$ cat config.mk
export PLATFORM = sky130hd
export DESIGN_NAME = bayer_quad_stretch_debayer_unit
export DESIGN_NICKNAME = d
export VERILOG_FILES = /design/src/design/bqsd_pkg.sv /design/src/design/bayer_quad_stretch_debayer_unit.sv /design/src/design/bqsd_lane.sv /design/src/design/bqsd_merge.sv
export VERILOG_INCLUDE_DIRS = /design/src /design/src/design
export SDC_FILE = /design/constraint.sdc
export NUM_CORES = 1
export LEC_CHECK = 0
export ABC_AREA = 1
export BUFFER_PORTS_ARGS = -buffer_cell sky130_fd_sc_hd__buf_2
export CAP_MARGIN = 10
export CELL_PAD_IN_SITES_DETAIL_PLACEMENT = 1
export CELL_PAD_IN_SITES_GLOBAL_PLACEMENT = 1
export CORE_AREA = 2 2 305 277
export DETAILED_ROUTE_END_ITERATION = 7
export DIE_AREA = 0 0 307 279
export PLACE_DENSITY = 0.71
export SLEW_MARGIN = 25
export SYNTH_ARGS = -nofsm -noshare
export SYNTH_HDL_FRONTEND = slang
export SYNTH_HIERARCHICAL = 1
export SYNTH_SLANG_ARGS = --single-unit
$ cat constraint.sdc
create_clock -name clk -period 9.6 [get_ports clk]
set_input_delay 0.48 -clock clk [delete_from_list [all_inputs] [get_ports clk]]
set_output_delay 0.48 -clock clk [all_outputs]
set_load 0.02 [all_outputs]
$ cat src/design/bayer_quad_stretch_debayer_unit_defines.svh
// Assertion macros shared by the debayer unit's RTL files.
`ifndef BAYER_QUAD_STRETCH_DEBAYER_UNIT_DEFINES_SVH
`define BAYER_QUAD_STRETCH_DEBAYER_UNIT_DEFINES_SVH

// Checks that the consequent holds in the same cycle as the antecedent.
`define BQSD_ASSERT_NOW(label, clk, rst_n, ante, cons, msg) \
    label: assert property (@(posedge clk) disable iff (!rst_n) (ante) |-> (cons)) \
        else $error(msg);

// Checks that the consequent holds in the cycle after the antecedent.
`define BQSD_ASSERT_NEXT(label, clk, rst_n, ante, cons, msg) \
    label: assert property (@(posedge clk) disable iff (!rst_n) (ante) |=> (cons)) \
        else $error(msg);

`endif

$ cat src/design/bqsd_pkg.sv
// Shared constants and types of the Bayer quad stretch and debayer unit.
`default_nettype none

package bqsd_pkg;

    // Sample and pixel widths. The pixel conversion assumes PIXEL_BITS <= SAMPLE_BITS.
    localparam int SAMPLE_BITS = 10;
    localparam int PIXEL_BITS  = 8;

    // Largest sample value and twice it, with one spare bit.
    localparam logic [SAMPLE_BITS-1:0] SAMPLE_MAX    = '1;
    localparam logic [SAMPLE_BITS:0]   SAMPLE_MAX_W  = {1'b0, SAMPLE_MAX};
    localparam logic [SAMPLE_BITS:0]   SAMPLE_MAX_X2 = {SAMPLE_MAX, 1'b0};

    // Divider step counter: one quotient bit per step.
    localparam int CNT_BITS = $clog2(SAMPLE_BITS + 1);
    localparam logic [CNT_BITS-1:0] STEP_LAST = CNT_BITS'(SAMPLE_BITS);

    // Control states, one-hot.
    typedef enum logic [1:0] {
        S_IDLE   = 2'b01,
        S_DIVIDE = 2'b10
    } state_t;

    // Per-lane control from the sequencer.
    typedef struct packed {
        logic start;
        logic step;
    } lane_ctl_t;

    // Stretch settings shared by all lanes.
    typedef struct packed {
        logic                   stretch_en;
        logic [SAMPLE_BITS-1:0] lo;
        logic [SAMPLE_BITS-1:0] hi;
    } range_t;

endpackage

`default_nettype wire

$ cat src/design/bayer_quad_stretch_debayer_unit.sv
// Top level of the Bayer quad min-max stretch and debayer unit.
`default_nettype none
`include "bayer_quad_stretch_debayer_unit_defines.svh"

// A measure transaction (func 0) is taken every cycle while the unit is idle and folds
// the quad into the tracked minimum and maximum. A convert transaction (func 1) runs
// four lanes side by side, one per sample, each a restoring divider that yields one
// quotient bit per cycle; the pixel enters the output register once the division is done
// and that register is free, and input is ready again as the pixel appears. A result
// waiting in the output register does not block input, but the next convert holds its
// lanes until it frees. Configuration writes of stretch_enable are always accepted.
module bayer_quad_stretch_debayer_unit
    import bqsd_pkg::*;
(
    input  logic                   clk,
    input  logic                   rst_n,
    input  logic                   cfg_valid,
    output logic                   cfg_ready,
    input  logic                   cfg_data,
    input  logic                   in_valid,
    output logic                   in_ready,
    input  logic                   func,
    input  logic                   restart,
    input  logic [SAMPLE_BITS-1:0] red_sample,
    input  logic [SAMPLE_BITS-1:0] green_red_row,
    input  logic [SAMPLE_BITS-1:0] green_blue_row,
    input  logic [SAMPLE_BITS-1:0] blue_sample,
    output logic                   out_valid,
    input  logic                   out_ready,
    output logic [PIXEL_BITS-1:0]  red_out,
    output logic [PIXEL_BITS-1:0]  green_out,
    output logic [PIXEL_BITS-1:0]  blue_out
);

    function automatic logic [SAMPLE_BITS-1:0] min2(input logic [SAMPLE_BITS-1:0] a,
                                                   input logic [SAMPLE_BITS-1:0] b);
        return (a < b) ? a : b;
    endfunction

    function automatic logic [SAMPLE_BITS-1:0] max2(input logic [SAMPLE_BITS-1:0] a,
                                                   input logic [SAMPLE_BITS-1:0] b);
        return (a > b) ? a : b;
    endfunction

    state_t                 state_reg, state_next;
    logic [CNT_BITS-1:0]    cnt_reg, cnt_next;
    logic                   stretch_en_reg, stretch_en_next;
    logic [SAMPLE_BITS-1:0] lowest_reg, lowest_next;
    logic [SAMPLE_BITS-1:0] highest_reg, highest_next;

    logic                   take_measure;
    logic                   take_convert;
    logic                   out_free;
    logic                   load;
    logic [SAMPLE_BITS-1:0] base_lo;
    logic [SAMPLE_BITS-1:0] base_hi;
    lane_ctl_t              lane_ctl;
    range_t                 range;
    logic [SAMPLE_BITS-1:0] n_red;
    logic [SAMPLE_BITS-1:0] n_green_r;
    logic [SAMPLE_BITS-1:0] n_green_b;
    logic [SAMPLE_BITS-1:0] n_blue;

    // Handshake decode.
    assign cfg_ready    = 1'b1;
    assign in_ready     = (state_reg == S_IDLE);
    assign take_measure = in_valid && in_ready && !func;
    assign take_convert = in_valid && in_ready && func;
    assign out_free     = !out_valid || out_ready;

    // Configuration register.
    assign stretch_en_next = (cfg_valid && cfg_ready) ? cfg_data : stretch_en_reg;

    // Extreme tracking over the four samples of a measure transaction.
    always_comb
    begin
        base_lo      = restart ? SAMPLE_MAX : lowest_reg;
        base_hi      = restart ? '0 : highest_reg;
        lowest_next  = lowest_reg;
        highest_next = highest_reg;
        if (take_measure)
        begin
            lowest_next  = min2(min2(min2(base_lo, red_sample), min2(green_red_row,
                           green_blue_row)), blue_sample);
            highest_next = max2(max2(max2(base_hi, red_sample), max2(green_red_row,
                           green_blue_row)), blue_sample);
        end
    end

    // Sequencer: start the lanes, count the division steps, hand off to the merge stage.
    always_comb
    begin
        state_next     = state_reg;
        cnt_next       = cnt_reg;
        load           = 1'b0;
        lane_ctl.start = take_convert;
        lane_ctl.step  = 1'b0;
        case (state_reg)
            S_IDLE:
            begin
                if (take_convert)
                begin
                    state_next = S_DIVIDE;
                    cnt_next   = '0;
                end
            end
            S_DIVIDE:
            begin
                if (cnt_reg != STEP_LAST)
                begin
                    lane_ctl.step = 1'b1;
                    cnt_next      = cnt_reg + 1'b1;
                end
                else if (out_free)
                begin
                    load       = 1'b1;
                    state_next = S_IDLE;
                end
            end
            default:
            begin
                state_next = S_IDLE;
            end
        endcase
    end

    // Control and state registers.
    always_ff @(posedge clk or negedge rst_n)
    begin
        if (!rst_n)
        begin
            state_reg      <= S_IDLE;
            cnt_reg        <= '0;
            stretch_en_reg <= 1'b1;
            lowest_reg     <= SAMPLE_MAX;
            highest_reg    <= '0;
        end
        else
        begin
            state_reg      <= state_next;
            cnt_reg        <= cnt_next;
            stretch_en_reg <= stretch_en_next;
            lowest_reg     <= lowest_next;
            highest_reg    <= highest_next;
        end
    end

    // Four lanes, one per sample of the quad.
    assign range.stretch_en = stretch_en_reg;
    assign range.lo         = lowest_reg;
    assign range.hi         = highest_reg;

    bqsd_lane u_lane_red (
        .clk    (clk),
        .ctl    (lane_ctl),
        .range  (range),
        .sample (red_sample),
        .value  (n_red)
    );

    bqsd_lane u_lane_green_r (
        .clk    (clk),
        .ctl    (lane_ctl),
        .range  (range),
        .sample (green_red_row),
        .value  (n_green_r)
    );

    bqsd_lane u_lane_green_b (
        .clk    (clk),
        .ctl    (lane_ctl),
        .range  (range),
        .sample (green_blue_row),
        .value  (n_green_b)
    );

    bqsd_lane u_lane_blue (
        .clk    (clk),
        .ctl    (lane_ctl),
        .range  (range),
        .sample (blue_sample),
        .value  (n_blue)
    );

    // Merge stage with the output register.
    bqsd_merge u_merge (
        .clk       (clk),
        .rst_n     (rst_n),
        .load      (load),
        .n_red     (n_red),
        .n_green_r (n_green_r),
        .n_green_b (n_green_b),
        .n_blue    (n_blue),
        .out_ready (out_ready),
        .out_valid (out_valid),
        .red_out   (red_out),
        .green_out (green_out),
        .blue_out  (blue_out)
    );

    // A finished division waits while the previous pixel is still held.
    `BQSD_ASSERT_NEXT(a_hold_when_full, clk, rst_n,
        (state_reg == S_DIVIDE) && (cnt_reg == STEP_LAST) && out_valid && !out_ready,
        (state_reg == S_DIVIDE), "finished division left while output was full")

    // The extremes move only on an accepted measure transaction.
    `BQSD_ASSERT_NEXT(a_extremes_stable, clk, rst_n, !take_measure,
        $stable(lowest_reg) && $stable(highest_reg), "extremes changed without a measure")

    // An accepted convert starts a fresh division.
    `BQSD_ASSERT_NEXT(a_convert_starts, clk, rst_n, take_convert,
        (state_reg == S_DIVIDE) && (cnt_reg == '0), "convert did not start the lanes")

    // A new pixel appears only at the end of a division.
    `BQSD_ASSERT_NOW(a_result_source, clk, rst_n, $rose(out_valid),
        $past(state_reg == S_DIVIDE), "result appeared without a division")

endmodule

`default_nettype wire

$ cat src/design/bqsd_lane.sv
// One stretch lane: clamps a sample and divides it into the measured range bit by bit.
`default_nettype none

module bqsd_lane
    import bqsd_pkg::*;
(
    input  logic                   clk,
    input  lane_ctl_t              ctl,
    input  range_t                 range,
    input  logic [SAMPLE_BITS-1:0] sample,
    output logic [SAMPLE_BITS-1:0] value
);

    logic [SAMPLE_BITS-1:0]   clamped;
    logic [SAMPLE_BITS-1:0]   diff;
    logic [SAMPLE_BITS-1:0]   span;
    logic [2*SAMPLE_BITS-1:0] scaled;
    logic [2*SAMPLE_BITS:0]   numer;
    logic                     degenerate;
    logic [SAMPLE_BITS+1:0]   trial;
    logic [SAMPLE_BITS+1:0]   trial_sub;
    logic                     take;

    logic [SAMPLE_BITS:0]   rem_reg, rem_next;
    logic [SAMPLE_BITS-1:0] low_reg, low_next;
    logic [SAMPLE_BITS:0]   div_reg, div_next;
    logic [SAMPLE_BITS-1:0] quo_reg, quo_next;
    logic                   fixed_reg, fixed_next;
    logic [SAMPLE_BITS-1:0] fixed_val_reg, fixed_val_next;

    // Clamp to the range and build the rounding numerator 2*(v-lo)*SMAX + d.
    always_comb
    begin
        if (sample < range.lo)
        begin
            clamped = range.lo;
        end
        else if (sample > range.hi)
        begin
            clamped = range.hi;
        end
        else
        begin
            clamped = sample;
        end
        diff       = clamped - range.lo;
        span       = range.hi - range.lo;
        scaled     = {diff, {SAMPLE_BITS{1'b0}}} - {{SAMPLE_BITS{1'b0}}, diff};
        numer      = {scaled, 1'b0} + {{(SAMPLE_BITS+1){1'b0}}, span};
        degenerate = (range.hi <= range.lo);
    end

    // One restoring division step: bring down the next numerator bit.
    always_comb
    begin
        trial     = {rem_reg, low_reg[SAMPLE_BITS-1]};
        trial_sub = trial - {1'b0, div_reg};
        take      = (trial >= {1'b0, div_reg});
    end

    // Load on start, iterate on step, otherwise hold.
    always_comb
    begin
        rem_next       = rem_reg;
        low_next       = low_reg;
        div_next       = div_reg;
        quo_next       = quo_reg;
        fixed_next     = fixed_reg;
        fixed_val_next = fixed_val_reg;
        if (ctl.start)
        begin
            rem_next       = numer[2*SAMPLE_BITS:SAMPLE_BITS];
            low_next       = numer[SAMPLE_BITS-1:0];
            div_next       = {span, 1'b0};
            quo_next       = '0;
            fixed_next     = !range.stretch_en || degenerate;
            fixed_val_next = range.stretch_en ? '0 : sample;
        end
        else if (ctl.step)
        begin
            rem_next = take ? trial_sub[SAMPLE_BITS:0] : trial[SAMPLE_BITS:0];
            low_next = {low_reg[SAMPLE_BITS-2:0], 1'b0};
            quo_next = {quo_reg[SAMPLE_BITS-2:0], take};
        end
    end

    // Datapath registers carry no reset.
    always_ff @(posedge clk)
    begin
        rem_reg       <= rem_next;
        low_reg       <= low_next;
        div_reg       <= div_next;
        quo_reg       <= quo_next;
        fixed_reg     <= fixed_next;
        fixed_val_reg <= fixed_val_next;
    end

    assign value = fixed_reg ? fixed_val_reg : quo_reg;

endmodule

`default_nettype wire

$ cat src/design/bqsd_merge.sv
// Merge stage: averages the greens, scales the lanes to pixel width and holds the result.
`default_nettype none

module bqsd_merge
    import bqsd_pkg::*;
(
    input  logic                   clk,
    input  logic                   rst_n,
    input  logic                   load,
    input  logic [SAMPLE_BITS-1:0] n_red,
    input  logic [SAMPLE_BITS-1:0] n_green_r,
    input  logic [SAMPLE_BITS-1:0] n_green_b,
    input  logic [SAMPLE_BITS-1:0] n_blue,
    input  logic                   out_ready,
    output logic                   out_valid,
    output logic [PIXEL_BITS-1:0]  red_out,
    output logic [PIXEL_BITS-1:0]  green_out,
    output logic [PIXEL_BITS-1:0]  blue_out
);

    // floor(n * PMAX / SMAX); division by 2^k-1 folds the high part back in.
    function automatic logic [PIXEL_BITS-1:0] to_pixel(input logic [SAMPLE_BITS-1:0] n);
        logic [SAMPLE_BITS+PIXEL_BITS-1:0] p;
        logic [PIXEL_BITS-1:0]             a;
        logic [SAMPLE_BITS-1:0]            b;
        logic [SAMPLE_BITS:0]              s;
        logic [PIXEL_BITS+1:0]             q;
        p = {n, {PIXEL_BITS{1'b0}}} - {{PIXEL_BITS{1'b0}}, n};
        a = p[SAMPLE_BITS+PIXEL_BITS-1:SAMPLE_BITS];
        b = p[SAMPLE_BITS-1:0];
        s = {1'b0, b} + (SAMPLE_BITS+1)'(a);
        q = (PIXEL_BITS+2)'(a) + (PIXEL_BITS+2)'(s >= SAMPLE_MAX_W)
            + (PIXEL_BITS+2)'(s >= SAMPLE_MAX_X2);
        return q[PIXEL_BITS-1:0];
    endfunction

    logic [SAMPLE_BITS:0]   green_sum;
    logic [SAMPLE_BITS-1:0] green_avg;

    logic                  out_valid_reg, out_valid_next;
    logic [PIXEL_BITS-1:0] red_reg, red_next;
    logic [PIXEL_BITS-1:0] green_reg, green_next;
    logic [PIXEL_BITS-1:0] blue_reg, blue_next;

    // Combine the lane results into one pixel.
    always_comb
    begin
        green_sum = {1'b0, n_green_r} + {1'b0, n_green_b};
        green_avg = green_sum[SAMPLE_BITS:1];
        red_next   = load ? to_pixel(n_red) : red_reg;
        green_next = load ? to_pixel(green_avg) : green_reg;
        blue_next  = load ? to_pixel(n_blue) : blue_reg;
        if (load)
        begin
            out_valid_next = 1'b1;
        end
        else if (out_ready)
        begin
            out_valid_next = 1'b0;
        end
        else
        begin
            out_valid_next = out_valid_reg;
        end
    end

    // Output valid flag.
    always_ff @(posedge clk or negedge rst_n)
    begin
        if (!rst_n)
        begin
            out_valid_reg <= 1'b0;
        end
        else
        begin
            out_valid_reg <= out_valid_next;
        end
    end

    // Output payload.
    always_ff @(posedge clk)
    begin
        red_reg   <= red_next;
        green_reg <= green_next;
        blue_reg  <= blue_next;
    end

    assign out_valid = out_valid_reg;
    assign red_out   = red_reg;
    assign green_out = green_reg;
    assign blue_out  = blue_reg;

endmodule

`default_nettype wire

==> key figures <==
Run status
  – Status: complete, no violations

Clocking
  – Clk buf depth: 3
  – Clock latency on the worst-skew pair: 0.57 ns
  – CTS Buf Count: 34
  – # H-tree levels: 2
  – CTS tree: done
  – TritonCTS Sinks: 260
  – Clock root buffer: clkbuf_16
  – Post-CTS Setup Inserts: 0
  – Hold-fix buffers at CTS: 1
  – Clk slew on worst S/H paths: 0.06 ns
  – Cts repair resizes: 0

Timing
  – Clock Skew: 0.0206 ns
  – Slew HR: 0.298
  – Highest Clock Rate: 151 MHz
  – Final Critical Period: 6.64 ns
  – Final period util: 0.692
  – RSZ-0062 raised after global routing: no
  – Setup TNS: 0 ns
  – # setup viols final: 0
  – Final critical-path setup slack: 2.96 ns
  – Slew Limit Fails: 0
  – Least-Margin Pin Slew: 1.05 ns
  – Final Hold Viols: 0
  – WHS: 0.118 ns

Floorplanning
  – Die span in x: 307 um
  – Die Height: about 280 um
  – DIE AREA: roughly 86000 um2
  – IO Count: 75
  – Initial Utilization: 0.348
  – Core Rows: 100
  – CORE AREA: 82300 um2

Worst setup path
  – CP peak stage delay: 0.97 ns
  – Crit path launch: highest_reg[3]$_DFFE_PN0P_
  – Crit Path Max Fanout: 19
  – Slowest stage cell, crit path: dfrtp_1
  – Startpoint Class: flip-flop
  – Worst Path Required: 10.09 ns
  – Reg-to-Reg Start: highest_reg[3]$_DFFE_PN0P_
  – Crit path DAT: 7.13 ns
  – CP Capture Type: flip-flop
  – CP most frequent cell: o21ai_1
  – WS Path Type: flip-flop to flip-flop

Yosys
  – #FFs+latches synth: 260
  – YS warnings: 6
  – Async set-reset flop share out of synthesis: 0.108
  – Netlist Area Pre-Place: roughly 29000 um2
  – Most used flip-flop cell after synthesis: edfxtp_1
  – Post-synth cell types: 65
  – Post-synth EDFFs: approximately 190
  – Sequential share of the synthesized area: 0.254
  – Post-Syn Instances: 4026
  – Avg Cell Area, Syn: 7.12 um2

Final layout
  – Storage element area: 7280 um2
  – Commonest non-fill, non-tap cell in the layout: nand2_1
  – Commonest non-fill, non-tap cells in the layout: nand2_1 (920), inv_1 (726), ha_1 (345)
  – NumNets Final: 4500
  – Area of the multi-input gates: 18200 um2
  – Fillers: 10400
  – Non-filler cells, final: 5183
  – Area Growth Syn to Fin: 9.24%
  – Share of layout cells above drive strength 1: 0.109

Hold path
  – Tightest Hold Check Type: input port to flip-flop
  – Worst Hold Launch: out_ready

Route
  – Drt drc: 0
  – Mean routed wirelength per cell: ~18 um
  – Final WL: 92600 um
  – Post-DRT Antenna Nets: 0
  – Vias/cell: 5.10
  – DRT Pass-1 Iters: 5
  – DR vias: approximately 26000
  – Initial detailed-routing violation count: 1617

Global route
  – First-pass GRT wire length: 147000 um
  – Vias in the first global route: ~27000
  – Total Routing Usage GR: 0.214
  – Pin count of the biggest net entering global routing: 123
  – Initial antenna violation count: 12
  – GR Overflow Total: 0

Place
  – Post-DP HPWL: 73900 um
  – Post-Place Cells: 5118
  – Pre-CTS WS: 3.08 ns
  – Routability cong.: 0.877
  – PortBufs: 73

Flow run
  – Total of max-cap violations: 0
## routing by layer
layer	track usage	up-vias	share of wire
met5	0	-	0.00046
met3	0.0310	76	0.056
met2	0.336	507	0.43
li1	-	13300	-
met4	0.0399	6	0.015
met1	0.314	12600	0.50
## path summary, 6_finish.rpt
path                                                                to  slack [ns]  depth (start not counted)
worst max-delay path                        highest_reg[5]$_DFFE_PN0P_        2.96                         32
worst min-delay path                     u_merge/out_valid$_DFFE_PN0P_        0.12                          2
worst max register to register              highest_reg[5]$_DFFE_PN0P_        2.96                         32
worst min register to register  u_lane_green_r/quo_reg[9]$_SDFFE_PP0P_        0.47                          2
max in group asynchronous                   highest_reg[4]$_DFFE_PN0P_        8.50                          2
min in group asynchronous                     state_reg[1]$_DFFE_PN0P_        0.54                          2
## layout make-up
class,count,share of cell area
antenna,2,0.000160
multi-input combinational,2947,0.583
clock buffer,46,0.0310
timing repair buffer,86,0.0153
inverter,755,0.0906
sequential,260,0.233
clock inverter,16,0.00468
tap,1071,0.0428
## cell usage after synthesis, types with 6 or more instances
| cell type | instances | area share |
|---|---|---|
| nand2_1 | 920 | 0.12 |
| inv_1 | 726 | 0.095 |
| ha_1 | 345 | 0.15 |
| o21ai_0 | 258 | 0.045 |
| nor2_1 | 254 | 0.033 |
| nand3_1 | 228 | 0.040 |
| edfxtp_1 | 192 | 0.20 |
| a21oi_1 | 187 | 0.033 |
| xor2_1 | 115 | 0.035 |
| nand2_2 | 82 | 0.018 |
| nand4_1 | 54 | 0.012 |
| nand3_2 | 52 | 0.018 |
| o21ai_1 | 49 | 0.0086 |
| clkbuf_1 | 44 | 0.0058 |
| o22ai_1 | 41 | 0.0090 |
| dfxtp_1 | 40 | 0.028 |
| xnor2_1 | 34 | 0.010 |
| or2_2 | 29 | 0.0063 |
| nor3_1 | 28 | 0.0049 |
| o21a_1 | 28 | 0.0073 |
| inv_2 | 25 | 0.0033 |
| nor2_2 | 24 | 0.0052 |
| fa_1 | 23 | 0.016 |
| nor2_4 | 19 | 0.0075 |
| o211ai_1 | 19 | 0.0050 |
| a31oi_1 | 17 | 0.0037 |
| dfrtp_1 | 16 | 0.014 |
| o21bai_1 | 16 | 0.0042 |
| dfstp_2 | 12 | 0.011 |
| nand2_4 | 12 | 0.0047 |
| buf_2 | 11 | 0.0019 |
| o31ai_1 | 11 | 0.0029 |
| nor4_1 | 10 | 0.0022 |
| a21oi_2 | 9 | 0.0028 |
| a21o_1 | 8 | 0.0021 |
| a211oi_1 | 6 | 0.0016 |
| and2_1 | 6 | 0.0013 |
| nand4_2 | 6 | 0.0026 |
| nor3_2 | 6 | 0.0021 |
| xor2_2 | 6 | 0.0034 |
## critical path: cells and delay by family, from the launching register on
| family | cells | cell delay, ns |
|---|---|---|
| AOI/OAI and AO/OA | 14 | 2.22 |
| adders and majority gates | 3 | 0.95 |
| and+or+nand+nor | 10 | 1.62 |
| buffers and inverters | 5 | 0.77 |
| DFF | 1 | 0.97 |
## stage by stage
| step | area, um2 | util |
|---|---|---|
| global placement | 30200 | 0.366 |
| finish | 31300 | 0.380 |
| floorplan | 28700 | - |
| CTS | 31300 | 0.380 |
| detailed placement | 30200 | 0.366 |
| global route | 31300 | 0.380 |
## kinds of logic (layout without fill, tap and decap cells)
| kind of cell | after synthesis | in the layout | share of synthesized area |
|---|---|---|---|
| compound gates | 665 | 665 | 0.130 |
| xor+xnor | 160 | 160 | 0.0538 |
| fa+ha+maj | 368 | 368 | 0.167 |
| buf+inv | 821 | 903 | 0.110 |
| flops | 260 | 260 | 0.254 |
| mux | 1 | 1 | 0.000393 |
| other cells | 2 | 6 | 0.000262 |
| simple gates | 1749 | 1749 | 0.285 |
Power is not shown: default switching activity piles up to over one toggle a cycle in this logic, so the estimate is an artifact.
